==> src/design/tts_pkg.sv <==
// Package for the tactile taxel scan sequencer.
// Holds the widths, the taxel map ROM, the config register indexes and the
// controller/datapath command and status types. No dependencies.
`timescale 1ns / 1ps

package tts_pkg;

	// Sizes
	localparam int NUM_TAXELS = 12;
	localparam int TAXEL_W    = 4;
	localparam int SAMPLE_W   = 16;
	localparam int SUM_W      = 20;
	localparam int COUNT_W    = 5;
	localparam int SPR_W      = 5;
	localparam int DISC_W     = 3;
	localparam int SEL_W      = 3;
	localparam int CFG_W      = 5;
	localparam int DIV_STEP_W = $clog2(SUM_W);

	// Averaging count limits
	localparam logic [SPR_W-1:0] SPR_MIN = SPR_W'(1);
	localparam logic [SPR_W-1:0] SPR_MAX = SPR_W'(16);

	// Config register indexes
	localparam logic CFG_SPR     = 1'b0;
	localparam logic CFG_DISCARD = 1'b1;

	// Result kinds
	localparam logic KIND_STATUS = 1'b0;
	localparam logic KIND_FRAME  = 1'b1;

	// ADC command base word
	localparam logic [15:0] ADC_CMD_BASE = 16'h3c09;

	typedef struct packed {
		logic             chan;
		logic [SEL_W-1:0] mux0;
		logic [SEL_W-1:0] mux1;
		logic [SEL_W-1:0] led;
	} taxel_entry_t;

	// Taxel map ROM
	function automatic taxel_entry_t taxel_rom(input logic [TAXEL_W-1:0] idx);
		taxel_entry_t e;
		case (idx)
			4'd0:    e = '{1'b0, 3'd3, 3'd0, 3'd0};
			4'd1:    e = '{1'b1, 3'd3, 3'd5, 3'd0};
			4'd2:    e = '{1'b0, 3'd7, 3'd5, 3'd1};
			4'd3:    e = '{1'b0, 3'd6, 3'd5, 3'd1};
			4'd4:    e = '{1'b0, 3'd0, 3'd3, 3'd2};
			4'd5:    e = '{1'b1, 3'd0, 3'd3, 3'd2};
			4'd6:    e = '{1'b0, 3'd1, 3'd3, 3'd3};
			4'd7:    e = '{1'b1, 3'd1, 3'd6, 3'd3};
			4'd8:    e = '{1'b1, 3'd1, 3'd0, 3'd4};
			4'd9:    e = '{1'b1, 3'd1, 3'd1, 3'd4};
			4'd10:   e = '{1'b1, 3'd1, 3'd4, 3'd5};
			4'd11:   e = '{1'b0, 3'd2, 3'd4, 3'd5};
			default: e = '{1'b0, 3'd0, 3'd0, 3'd0};
		endcase
		return e;
	endfunction

	// ADC command word for a channel
	function automatic logic [15:0] adc_cmd(input logic chan);
		return 16'((ADC_CMD_BASE | (16'(chan) << 7)) << 2);
	endfunction

	typedef enum logic [1:0] {
		ST_IDLE,
		ST_DIVIDE,
		ST_STATUS,
		ST_FRAME
	} state_t;

	// Controller to datapath
	typedef struct packed {
		logic sample;
		logic div_start;
		logic commit;
		logic load_status;
		logic load_frame;
	} ctrl_cmd_t;

	// Datapath to controller
	typedef struct packed {
		logic complete;
		logic div_done;
		logic wrap;
		logic slot_free;
		logic frame_last;
	} dp_status_t;

endpackage

==> src/design/tts_div.sv <==
// Iterative restoring divider, one quotient bit per cycle.
// Divides the saturated sample sum by the averaging count. Uses tts_pkg.
`timescale 1ns / 1ps

module tts_div
	import tts_pkg::*;
(
	input  logic             clk,
	input  logic             arst_n,
	input  logic             start,
	input  logic [SUM_W-1:0] dividend,
	input  logic [SPR_W-1:0] divisor,
	output logic             done,
	output logic [SUM_W-1:0] quotient
);

	logic                  busy_q;
	logic                  done_q;
	logic [DIV_STEP_W-1:0] step_q;
	logic [SUM_W-1:0]      work_q;
	logic [SPR_W-1:0]      rem_q;
	logic [SPR_W-1:0]      dvs_q;

	logic [SPR_W:0]        trial;
	logic [SPR_W:0]        diff;
	logic                  ge;

	// One trial subtraction
	always_comb begin
		trial = {rem_q, work_q[SUM_W-1]};
		diff  = trial - {1'b0, dvs_q};
		ge    = trial >= {1'b0, dvs_q};
	end

	// Control
	always_ff @(posedge clk or negedge arst_n) begin
		if (!arst_n) begin
			busy_q <= 1'b0;
			done_q <= 1'b0;
			step_q <= '0;
		end else begin
			done_q <= 1'b0;
			if (start) begin
				busy_q <= 1'b1;
				step_q <= '0;
			end else if (busy_q) begin
				step_q <= step_q + DIV_STEP_W'(1);
				if (step_q == DIV_STEP_W'(SUM_W - 1)) begin
					busy_q <= 1'b0;
					done_q <= 1'b1;
				end
			end
		end
	end

	// Remainder and quotient shift register
	always_ff @(posedge clk) begin
		if (start) begin
			work_q <= dividend;
			rem_q  <= '0;
			dvs_q  <= divisor;
		end else if (busy_q) begin
			work_q <= {work_q[SUM_W-2:0], ge};
			rem_q  <= ge ? diff[SPR_W-1:0] : trial[SPR_W-1:0];
		end
	end

	assign done     = done_q;
	assign quotient = work_q;

endmodule

==> src/design/tts_dp.sv <==
// Datapath: config registers, sample accumulator, taxel pointer, frame
// store and result register. Uses tts_pkg and tts_div.
`timescale 1ns / 1ps

module tts_dp
	import tts_pkg::*;
(
	input  logic                clk,
	input  logic                arst_n,
	input  logic                cfg_we,
	input  logic                cfg_index,
	input  logic [CFG_W-1:0]    cfg_data,
	input  logic [SAMPLE_W-1:0] adc_word,
	input  ctrl_cmd_t           cmd,
	output dp_status_t          sts,
	output logic                out_valid,
	input  logic                out_stall,
	output logic                kind,
	output logic [TAXEL_W-1:0]  taxel_index,
	output logic [SAMPLE_W-1:0] reading,
	output logic                reading_done,
	output logic [15:0]         adc_command,
	output logic [SEL_W-1:0]    mux0_select,
	output logic [SEL_W-1:0]    mux1_select,
	output logic [SEL_W-1:0]    led_select,
	output logic                last
);

	logic [SPR_W-1:0]    spr_q;
	logic [DISC_W-1:0]   discard_q;
	logic [COUNT_W-1:0]  count_q;
	logic [SUM_W-1:0]    sum_q;
	logic [TAXEL_W-1:0]  active_q;
	logic [TAXEL_W-1:0]  frame_idx_q;
	logic [SAMPLE_W-1:0] avg_q;
	logic                done_flag_q;
	logic                wrap_q;
	logic [SAMPLE_W-1:0] store_q [NUM_TAXELS];
	logic                out_valid_q;

	logic [SPR_W-1:0]    spr_eff;
	logic                in_discard;
	logic [COUNT_W-1:0]  count_inc;
	logic [SUM_W:0]      sum_add;
	logic [SUM_W-1:0]    sum_sat;
	logic [COUNT_W:0]    target;
	logic                div_done;
	logic [SUM_W-1:0]    quotient;
	logic [SAMPLE_W-1:0] avg_sat;
	logic                slot_free;
	taxel_entry_t        entry;

	// Config registers
	always_ff @(posedge clk or negedge arst_n) begin
		if (!arst_n) begin
			spr_q     <= SPR_W'(10);
			discard_q <= DISC_W'(3);
		end else if (cfg_we) begin
			case (cfg_index)
				CFG_SPR:     spr_q     <= cfg_data[SPR_W-1:0];
				CFG_DISCARD: discard_q <= cfg_data[DISC_W-1:0];
				default:     spr_q     <= spr_q;
			endcase
		end
	end

	// Accumulate step and completion test
	always_comb begin
		if (spr_q < SPR_MIN)
			spr_eff = SPR_MIN;
		else if (spr_q > SPR_MAX)
			spr_eff = SPR_MAX;
		else
			spr_eff = spr_q;
		in_discard = count_q < COUNT_W'(discard_q);
		count_inc  = (count_q != '1) ? count_q + COUNT_W'(1) : count_q;
		sum_add    = {1'b0, sum_q} + (SUM_W+1)'(adc_word);
		sum_sat    = sum_add[SUM_W] ? '1 : sum_add[SUM_W-1:0];
		target     = (COUNT_W+1)'(discard_q) + (COUNT_W+1)'(spr_eff);
	end

	assign avg_sat = (quotient[SUM_W-1:SAMPLE_W] != '0) ? '1 : quotient[SAMPLE_W-1:0];

	tts_div u_div (
		.clk      (clk),
		.arst_n   (arst_n),
		.start    (cmd.div_start),
		.dividend (sum_sat),
		.divisor  (spr_eff),
		.done     (div_done),
		.quotient (quotient)
	);

	// Reading state
	always_ff @(posedge clk or negedge arst_n) begin
		if (!arst_n) begin
			count_q     <= '0;
			sum_q       <= '0;
			active_q    <= '0;
			done_flag_q <= 1'b0;
			wrap_q      <= 1'b0;
		end else if (cmd.sample) begin
			done_flag_q <= 1'b0;
			wrap_q      <= 1'b0;
			if (in_discard) begin
				count_q <= count_q + COUNT_W'(1);
			end else begin
				sum_q   <= sum_sat;
				count_q <= count_inc;
			end
		end else if (cmd.commit) begin
			done_flag_q <= 1'b1;
			count_q     <= '0;
			sum_q       <= '0;
			if (active_q >= TAXEL_W'(NUM_TAXELS - 1)) begin
				active_q <= '0;
				wrap_q   <= 1'b1;
			end else begin
				active_q <= active_q + TAXEL_W'(1);
			end
		end
	end

	// Average and frame store
	always_ff @(posedge clk) begin
		if (cmd.sample)
			avg_q <= '0;
		else if (cmd.commit) begin
			avg_q             <= avg_sat;
			store_q[active_q] <= avg_sat;
		end
	end

	// Frame readout pointer
	always_ff @(posedge clk or negedge arst_n) begin
		if (!arst_n)
			frame_idx_q <= '0;
		else if (cmd.load_status)
			frame_idx_q <= '0;
		else if (cmd.load_frame)
			frame_idx_q <= frame_idx_q + TAXEL_W'(1);
	end

	// Result register
	assign slot_free = !out_valid_q || !out_stall;
	assign entry     = taxel_rom(active_q);

	always_ff @(posedge clk or negedge arst_n) begin
		if (!arst_n)
			out_valid_q <= 1'b0;
		else if (cmd.load_status || cmd.load_frame)
			out_valid_q <= 1'b1;
		else if (!out_stall)
			out_valid_q <= 1'b0;
	end

	always_ff @(posedge clk) begin
		if (cmd.load_status) begin
			kind         <= KIND_STATUS;
			taxel_index  <= active_q;
			reading      <= avg_q;
			reading_done <= done_flag_q;
			adc_command  <= adc_cmd(entry.chan);
			mux0_select  <= entry.mux0;
			mux1_select  <= entry.mux1;
			led_select   <= entry.led;
			last         <= !wrap_q;
		end else if (cmd.load_frame) begin
			kind         <= KIND_FRAME;
			taxel_index  <= frame_idx_q;
			reading      <= store_q[frame_idx_q];
			reading_done <= 1'b0;
			adc_command  <= '0;
			mux0_select  <= '0;
			mux1_select  <= '0;
			led_select   <= '0;
			last         <= sts.frame_last;
		end
	end

	assign out_valid = out_valid_q;

	// Status to controller
	always_comb begin
		sts.complete   = !in_discard && ({1'b0, count_inc} >= target);
		sts.div_done   = div_done;
		sts.wrap       = wrap_q;
		sts.slot_free  = slot_free;
		sts.frame_last = frame_idx_q == TAXEL_W'(NUM_TAXELS - 1);
	end

endmodule

==> src/design/tts_ctrl.sv <==
// Controller state machine: sample intake, divide wait, status result and
// frame readout sequencing. Uses tts_pkg.
`timescale 1ns / 1ps

module tts_ctrl
	import tts_pkg::*;
(
	input  logic       clk,
	input  logic       arst_n,
	input  logic       in_valid,
	output logic       in_stall,
	input  dp_status_t sts,
	output ctrl_cmd_t  cmd
);

	state_t state_q;
	state_t state_d;

	// State register
	always_ff @(posedge clk or negedge arst_n) begin
		if (!arst_n)
			state_q <= ST_IDLE;
		else
			state_q <= state_d;
	end

	// Next state and commands
	always_comb begin
		state_d  = state_q;
		cmd      = '0;
		in_stall = 1'b1;
		case (state_q)
			ST_IDLE: begin
				in_stall = 1'b0;
				if (in_valid) begin
					cmd.sample = 1'b1;
					if (sts.complete) begin
						cmd.div_start = 1'b1;
						state_d       = ST_DIVIDE;
					end else begin
						state_d = ST_STATUS;
					end
				end
			end
			ST_DIVIDE: begin
				if (sts.div_done) begin
					cmd.commit = 1'b1;
					state_d    = ST_STATUS;
				end
			end
			ST_STATUS: begin
				if (sts.slot_free) begin
					cmd.load_status = 1'b1;
					state_d         = sts.wrap ? ST_FRAME : ST_IDLE;
				end
			end
			ST_FRAME: begin
				if (sts.slot_free) begin
					cmd.load_frame = 1'b1;
					if (sts.frame_last)
						state_d = ST_IDLE;
				end
			end
			default: state_d = ST_IDLE;
		endcase
	end

endmodule

==> src/design/tactile_taxel_scan_sequencer.sv <==
// Tactile taxel scan sequencer: round-robin taxel averaging and frame output.
// Top level; uses tts_pkg, tts_ctrl and tts_dp (which holds tts_div).
//
// Usage:
//  - Input channel (in_valid/in_stall, adc_word): one ADC sample per item.
//  - Output channel (out_valid/out_stall): a drive/status item for every
//    sample (kind 0), followed by NUM_TAXELS frame items (kind 1) when the
//    sample finishes the last taxel. last marks the final item of a sample.
//  - Config port (cfg_we, cfg_index, cfg_data): index 0 samples_per_reading,
//    index 1 discard_count; user writes only while block is idle (unchecked).
// Timing:
//  - A sample that does not finish a reading: the status state loads the status
//    item once the result register is free, then the next sample can be taken.
//  - A finishing sample runs the 20-step serial divider; the average is then
//    committed and the status item loaded. A frame adds one item per cycle
//    (12) unless out_stall holds it. Throughput is set by the serial divider
//    and the single result register; the block handles one sample at a time.
// Reset: taxel 0, empty accumulator, config at 10 and 3. Frame store entries
//  are filled in taxel order during the first scan.
// Stall: the result register holds while out_stall is high; a new sample may
//  still be accepted and waits for the register to free up.
`timescale 1ns / 1ps

module tactile_taxel_scan_sequencer
	import tts_pkg::*;
(
	input  logic                clk,
	input  logic                arst_n,
	input  logic                cfg_we,
	input  logic                cfg_index,
	input  logic [CFG_W-1:0]    cfg_data,
	input  logic                in_valid,
	output logic                in_stall,
	input  logic [SAMPLE_W-1:0] adc_word,
	output logic                out_valid,
	input  logic                out_stall,
	output logic                kind,
	output logic [TAXEL_W-1:0]  taxel_index,
	output logic [SAMPLE_W-1:0] reading,
	output logic                reading_done,
	output logic [15:0]         adc_command,
	output logic [SEL_W-1:0]    mux0_select,
	output logic [SEL_W-1:0]    mux1_select,
	output logic [SEL_W-1:0]    led_select,
	output logic                last
);

	ctrl_cmd_t  cmd;
	dp_status_t sts;

	tts_ctrl u_ctrl (
		.clk      (clk),
		.arst_n   (arst_n),
		.in_valid (in_valid),
		.in_stall (in_stall),
		.sts      (sts),
		.cmd      (cmd)
	);

	tts_dp u_dp (
		.clk          (clk),
		.arst_n       (arst_n),
		.cfg_we       (cfg_we),
		.cfg_index    (cfg_index),
		.cfg_data     (cfg_data),
		.adc_word     (adc_word),
		.cmd          (cmd),
		.sts          (sts),
		.out_valid    (out_valid),
		.out_stall    (out_stall),
		.kind         (kind),
		.taxel_index  (taxel_index),
		.reading      (reading),
		.reading_done (reading_done),
		.adc_command  (adc_command),
		.mux0_select  (mux0_select),
		.mux1_select  (mux1_select),
		.led_select   (led_select),
		.last         (last)
	);

endmodule
==> config.mk <==
export PLATFORM = sky130hd
export DESIGN_NAME = tactile_taxel_scan_sequencer
export DESIGN_NICKNAME = d
export VERILOG_FILES = /design/src/design/tts_pkg.sv /design/src/design/tts_div.sv /design/src/design/tts_dp.sv /design/src/design/tts_ctrl.sv /design/src/design/tactile_taxel_scan_sequencer.sv
export SDC_FILE = /design/constraint.sdc
export NUM_CORES = 1
export LEC_CHECK = 0
export BUFFER_PORTS_ARGS = -buffer_cell sky130_fd_sc_hd__buf_2
export CAP_MARGIN = 10
export CORE_MARGIN = 5
export CORE_UTILIZATION = 45
export DETAILED_ROUTE_END_ITERATION = 10
export PLACE_DENSITY = 0.73
export SLEW_MARGIN = 20
export SYNTH_ARGS = -nofsm -noshare
export SYNTH_HDL_FRONTEND = slang
export SYNTH_SLANG_ARGS = --single-unit
==> constraint.sdc <==
create_clock -name clk -period 6.1 [get_ports clk]
set_clock_uncertainty 0.15 [all_clocks]
set_input_delay 1.22 -clock clk [delete_from_list [all_inputs] [get_ports clk]]
set_output_delay 1.22 -clock clk [all_outputs]
set_load 0.02 [all_outputs]
**After elaboration in Yosys (flattened, before gate mapping)**

Memories as Yosys holds them, arrays and structs flattened.
Cells that the tools add are included.

- Add/sub/neg operators: 7
- $lt $le $gt $ge: 6
- Equal/unequal tests: 13
- Muxes and demuxes: 66
- Bitwise operators: 2
- Reduce and logical (&&, ||, !) cells: 19

Operators by type and width:

| kind | number |
|---|---|
| 20-bit two-way mux | 6 |
| 16-bit two-way mux | 3 |
| 5-bit two-way mux | 9 |
| 1-bit two-way mux | 27 |
| 20-bit by 16-bit adder with 21-bit output | 1 |
| 10-bit two-way mux | 2 |
| 4-bit two-way mux | 5 |
| 2-bit two-way mux | 9 |
| 3-bit two-way mux | 4 |
| 5-bit by 1-bit adder with 5-bit output (second input constant) | 2 |
| 2-bit AND reduction | 5 |
| 4-bit by 1-bit adder with 4-bit output (second input constant) | 2 |
| 2-bit by 1-bit inequality test with 1-bit output (second input constant) | 4 |
| 2-bit case mux with 4 select lines | 1 |
| 2-bit nonzero test | 4 |
| 3-bit by 5-bit adder with 6-bit output | 1 |
| 5-bit by 6-bit greater-or-equal comparator with 1-bit output | 1 |
| 6-bit by 5-bit greater-or-equal comparator with 1-bit output | 1 |
| 2-bit inequality test (second input constant) | 3 |
| 5-bit equality test (second input constant) | 1 |
| 5-bit > comparator (second input constant) | 1 |
| 5-bit by 1-bit < comparator with 1-bit output (second input constant) | 1 |
| 5-bit by 3-bit < comparator with 1-bit output | 1 |
| 5-bit inequality test (second input constant) | 1 |
| 12 further kinds | 18 |

- Bits in registers: 138
- RAM bits: 192
- ROM bits: 160
- Bits of input ports: 27
- Output and inout bits: 50
- Logic and storage cells: 142
- Memories: 2

Memories:

| memory | words | bits a word | read ports | clocked after memory_dff | write ports | RTL line | RTL |
|---|---|---|---|---|---|---|---|
| u_dp.store_q | 12 | 16 | 1 | 0 | 1 | tts_dp.sv:38 | `logic [SAMPLE_W-1:0] store_q [NUM_TAXELS];` |
| (name not given) | 16 | 10 | 1 | 0 | 0 | tts_pkg.sv:45 | `case (idx)` |

**Logic depth before layout (Yosys ltp)**

- Word-level depth: 11
- Depth in mapped cells: 16
- Mapped depth without buffers: 16

**Hierarchy**

A second synthesis with hierarchy kept.

- Cell total of the unflattened synthesis: 1093
- Area, all modules: 14965.6 µm²

By module, submodules not included:

| module | instances | cells an instance | area each (µm²) | seq. area each (µm²) |
|---|---|---|---|---|
| tts_dp | 1 | 936 | 13025.0 | 8162.8 |
| tts_div | 1 | 134 | 1755.4 | 1026.0 |
| tts_ctrl | 1 | 23 | 185.2 | 50.0 |

**Worst setup path after synthesis**

Ideal clock, no wire load.

- Path kind: reg2reg
- Start point: register u_dp.count_q[0]
- End point: register u_dp.u_div.work_q[0] (netlist: u_dp.u_div.quotient[0]), enable pin
- Library setup time: 0.380 ns
- Arrival time: 2.747 ns
- Required time: 5.570 ns
- Path slack: 2.823 ns
- Cell stages (with the launch flop): 14
- Buffers on the path: 1
- Period minus slack after synthesis: 3.277 ns
- Cells stage by stage: dfrtp_1 ha_1 nand3_1 inv_1 ha_1 clkbuf_1 mux2_2 ha_1 nand2_1 o21ai_0 nand3_1 nand2_1 nand2_8 nand2b_1

- Longest elaborated chain between the ends: 8
- Elaborated cells on any way between the ends: 11
- Classes of those cells: add/sub (1); order compare (2); eq/ne (1); mux (4); reduce/logical (3)

RTL lines:

| element | RTL line | RTL |
|---|---|---|
| start: declaration | tts_dp.sv:31 | `logic [COUNT_W-1:0] count_q;` |
| start signal: assignment | tts_dp.sv:106 | `count_q <= count_q + COUNT_W'(1);` |
| start signal: assignment | tts_dp.sv:109 | `count_q <= count_inc;` |
| 5-bit by 1-bit adder with 5-bit output / 5-bit inequality test (equally long branches) | tts_dp.sv:76 | `count_inc = (count_q != '1) ? count_q + COUNT_W'(1) : count_q;` |
| 5-bit two-way mux | tts_dp.sv:76 |  |
| 5-bit by 6-bit greater-or-equal comparator with 1-bit output | tts_dp.sv:185 | `sts.complete = !in_discard && ({1'b0, count_inc} >= target);` |
| 1-bit logical AND (*) | tts_dp.sv:185 |  |
| 1-bit two-way mux (*) | tts_ctrl.sv:37 | `if (sts.complete) begin` |
| 2-bit two-way mux (*) | tts_ctrl.sv:35 | `if (in_valid) begin` |
| 2-bit two-way mux (*) | tts_ctrl.sv:32 | `case (state_q)` |
| 2-bit nonzero test (no line) (*) | n/a |  |
| end signal: assignment | tts_div.sv:59 | `work_q <= dividend;` |
| end signal: assignment | tts_div.sv:63 | `work_q <= {work_q[SUM_W-2:0], ge};` |
| end: declaration | tts_div.sv:20 | `logic [SUM_W-1:0] work_q;` |

Every way passes the cells marked *; elsewhere a longest branch is shown, timed or not.
A chain may end at the register's enable or synchronous reset.

**Worst setup path in the final report**

- Start point: register u_dp.spr_q[2]
- End point: register u_dp.u_div.work_q[7] (netlist: u_dp.u_div.quotient[7]), enable pin

- Longest elaborated chain between the ends: 10
- Elaborated cells on any way between the ends: 11
- Classes of those cells: add/sub (1); order compare (3); mux (5); reduce/logical (2)

RTL lines:

| element | RTL line | RTL |
|---|---|---|
| start: declaration | tts_dp.sv:29 | `logic [SPR_W-1:0] spr_q;` |
| start signal: assignment | tts_dp.sv:60 | `CFG_SPR: spr_q <= cfg_data[SPR_W-1:0];` |
| start signal: assignment | tts_dp.sv:62 | `default: spr_q <= spr_q;` |
| 5-bit > comparator | tts_dp.sv:71 | `else if (spr_q > SPR_MAX)` |
| 5-bit two-way mux | tts_dp.sv:71 |  |
| 5-bit two-way mux (*) | tts_dp.sv:69 | `if (spr_q < SPR_MIN)` |
| via u_dp.spr_eff[0] | tts_dp.sv:41 | `logic [SPR_W-1:0] spr_eff;` |
| 3-bit by 5-bit adder with 6-bit output (*) | tts_dp.sv:79 | `target = (COUNT_W+1)'(discard_q) + (COUNT_W+1)'(spr_eff);` |
| 5-bit by 6-bit greater-or-equal comparator with 1-bit output (*) | tts_dp.sv:185 |  |
| 1-bit logical AND (*) | tts_dp.sv:185 |  |
| 1-bit two-way mux (*) | tts_ctrl.sv:37 |  |
| 2-bit two-way mux (*) | tts_ctrl.sv:35 |  |
| 2-bit two-way mux (*) | tts_ctrl.sv:32 |  |
| 2-bit nonzero test (no line) (*) | n/a |  |

The timed path passes the listed nets; every way through them passes the cells marked *.

==> flow_metrics.env <==
export IMPL_status="complete, no violations"
export IMPL_dp_cells=1466
export IMPL_power_w=0.00738
export IMPL_finalWorstPathRequiredPeriod_ns=3.83
export IMPL_ys_seq_area_share_pct=63.8
export IMPL_avgSynthCellArea_um2=13.9
export IMPL_area_growth_pct=11.2
export IMPL_mappedNetlistArea_um2=14500
export IMPL_synth_edff_count=248
export IMPL_grt_pass1_wl_mm=47.2
export IMPL_drtPass1Iterations=5
export IMPL_fp_dieW_um=189
export IMPL_synth_top_area_share_pct=51.4
export IMPL_yosysTopAreaCell="edfxtp_1"
export IMPL_dieArea_um2=35900
export IMPL_die_h_um=189
export IMPL_hold_viol=0
export IMPL_slew_headroom_pct=28.4
export IMPL_antenna_found_initial=1
export IMPL_slew_viol_final=0
export IMPL_ys_flop_type="edfxtp_1"
export IMPL_num_vias=8564
export IMPL_dp_hpwl_mm=18.9
export IMPL_worst_setup_path_type="reg2reg"
export IMPL_ant_nets=0
export IMPL_rsz0062_at_grt="no"
export IMPL_yosys_warnings=0
export IMPL_io_pins=77
export IMPL_port_buffers=67
export IMPL_final_cells=1523
export IMPL_postCtsSetupRepairBufs=0
export IMPL_synthTopCellsByArea="edfxtp_1 51%, dfrtp_1 8.5%, mux4_2 7.5%, ha_1 3.6%, dfxtp_1 3.2%"
export IMPL_hp_class="reg2reg"
export IMPL_cp_end_kind="flip-flop"
export IMPL_whs_ns=0.298
export IMPL_clock_path_buffers=3
export IMPL_yosys_cell_types_count=61
export IMPL_setup_viol=0
export IMPL_cap_violations=0
export IMPL_post_drt_wl_per_cell_um=19.3
export IMPL_drc=0
export IMPL_ctsHoldBuffers=0
export IMPL_cts_sinks=324
export IMPL_nets=1169
export IMPL_first_global_vias=8569
export IMPL_postCtsResizedCells=0
export IMPL_drt_iter0_drc=713
export IMPL_wl_mm=29.4
export IMPL_final_cell_mix="248 x edfxtp_1, 94 x nand2_1, 72 x nor2_1"
export IMPL_synth_seq_cells=324
export IMPL_via_per_inst=5.62
export IMPL_cp_data_arrival_time_ns=3.84
export IMPL_cts_tree="done"
export IMPL_numCtsBuffers=31
export IMPL_dp_slack_ns=2.26
export IMPL_place_gp_congestion=0.898
export IMPL_diodes=0
export IMPL_grt_max_degree=54
export IMPL_fin_crit_sh_pct=62.7
export IMPL_rows=65
export IMPL_cts_root_buffer="clkbuf_16"
export IMPL_synthArstFlopShare_pct=16.4
export IMPL_clock_latency_ns=0.55
export IMPL_required_ns=6.11
export IMPL_vdd_drop_max_v=0.000275
export IMPL_start_util_pct=45.8
export IMPL_fmax_ghz=0.261
export IMPL_drive_gt1_share_pct=18.9
export IMPL_path_clk_slew_ns=0.06
export IMPL_core_region_area_um2=31600
export IMPL_globalRouteOverflowTotal=0
export IMPL_worst_pin_slew_ns=1.07
export IMPL_synth_cells=1045
export IMPL_cp_max_fo=37
export IMPL_h_tree_depth=1
export IMPL_layout_commonest_cell="edfxtp_1"
export IMPL_setup_ws_ns=2.27
export IMPL_grt_usage_pct=16.3
export IMPL_final_setup_tns_ns=0
export IMPL_cp_start_kind="flip-flop"
export IMPL_leakage_nw=5.97
export IMPL_powerDensity_nw_per_um2=458
## registers in the layout, summed over array words and instances (netlist names), 2 cells and up
| name | cells |
|---|---|
| u_dp.frame_idx_q | 4 |
| u_dp.count_q | 5 |
| u_dp.adc_command | 2 |
| u_dp.u_div.rem_q | 5 |
| u_dp.mux0_select | 3 |
| u_dp.sum_q | 20 |
| u_dp.avg_q | 16 |
| u_dp.taxel_index | 4 |
| u_dp.u_div.dvs_q | 5 |
| u_dp.reading | 16 |
| u_dp.active_q | 4 |
| u_dp.led_select | 2 |
| u_dp.discard_q | 3 |
| u_dp.store_q | 192 |
| u_dp.mux1_select | 3 |
| u_dp.u_div.quotient | 20 |
| u_dp.u_div.step_q | 5 |
| u_dp.spr_q | 5 |
| u_ctrl.state_q | 2 |
## worst paths after layout
path,slack [ns],cells after the start,end,from
max,2.27,14,u_dp.u_div.quotient[7]$_DFFE_PP_,u_dp.spr_q[2]$_DFFE_PN0P_
min,0.30,2,u_dp.kind$_SDFFE_PP0P_,u_dp.kind$_SDFFE_PP0P_
max reg2reg,2.27,14,u_dp.u_div.quotient[7]$_DFFE_PP_,u_dp.spr_q[2]$_DFFE_PN0P_
min reg2reg,0.30,2,u_dp.kind$_SDFFE_PP0P_,u_dp.kind$_SDFFE_PP0P_
max in group asynchronous,4.60,2,u_dp.frame_idx_q[0]$_DFFE_PN0P_,arst_n
min in group asynchronous,0.65,2,u_dp.active_q[1]$_DFFE_PN0P_,arst_n
## logic make-up after synthesis
logic type      after synthesis  share of synthesized area [%]
fa+ha+maj                    45                           4.04
flops                       324                           63.8
compound gates              198                           8.69
xor+xnor                     23                           1.39
mux                          86                           10.2
buf+inv                      92                           3.08
simple gates                276                           8.84
other cells                   1                         0.0259
## cells in the mapped netlist (all sizes together), types with 2 or more instances
| master | instances |
|---|---|
| edfxtp | 248 |
| nand2 | 95 |
| o21ai | 78 |
| nor2 | 75 |
| a21oi | 65 |
| dfrtp | 49 |
| mux4 | 48 |
| ha | 42 |
| buf | 37 |
| nand2b | 33 |
| nand3 | 29 |
| inv | 28 |
| clkbuf | 27 |
| mux2i | 27 |
| dfxtp | 23 |
| a22o | 19 |
| xor2 | 14 |
| mux2 | 11 |
| nor3 | 11 |
| and2 | 10 |
| nor2b | 10 |
| xnor2 | 9 |
| a21o | 6 |
| and3 | 6 |
| a211oi | 4 |
| dfstp | 4 |
| nand4 | 4 |
| fa | 3 |
| o211ai | 3 |
| o21bai | 3 |
| o22a | 3 |
| a31oi | 2 |
| a32oi | 2 |
| o21a | 2 |
## area by class of cell
| cell class | count | area (um^2) |
|---|---|---|
| fill | 2595 | 15500 |
| sequential | 324 | 9240 |
| multi-input combinational | 637 | 4870 |
| clock buffer | 35 | 791 |
| tap | 402 | 503 |
| timing repair buffer | 75 | 395 |
| clock inverter | 22 | 196 |
| inverter | 28 | 108 |
## per-stage QoR
stage / area, um^2 / util [%]
2_1_floorplan: 14500 / -
3_3_place_gp: 15100 / 47.8
3_5_place_dp: 15100 / 47.8
4_1_cts: 16100 / 50.9
5_1_grt: 16100 / 50.9
6_report: 16100 / 50.9
## critical path, stage by stage (launching register included)
cell	delay (ns)
dfrtp_1	0.39
nor3_1	0.19
nor2_1	0.05
nor2_1	0.12
ha_1	0.18
inv_1	0.05
fa_1	0.39
xor2_1	0.16
ha_1	0.29
nand2_1	0.05
o21ai_0	0.15
nand3_1	0.09
nand2_1	0.20
nand2_8	0.19
nand2b_1	0.77
## power by group
group / leakage (nW) / switching, W / internal [W] / total [W]
clock network: 0.469 / 0.000813 / 0.00106 / 0.00187
registers: 3.18 / 0.000289 / 0.00285 / 0.00314
logic: 2.32 / 0.00143 / 0.000931 / 0.00236
## per-layer routing
layer  vias up  GRT usage (%)  share of wire, %
li1       3974              -                 -
met2       281           26.3                47
met4         2           3.56               1.4
met3        38           2.23               6.3
met5         -              0             0.024
met1      4269           24.0                45
Note: power is estimated with default switching activity, not from simulation.
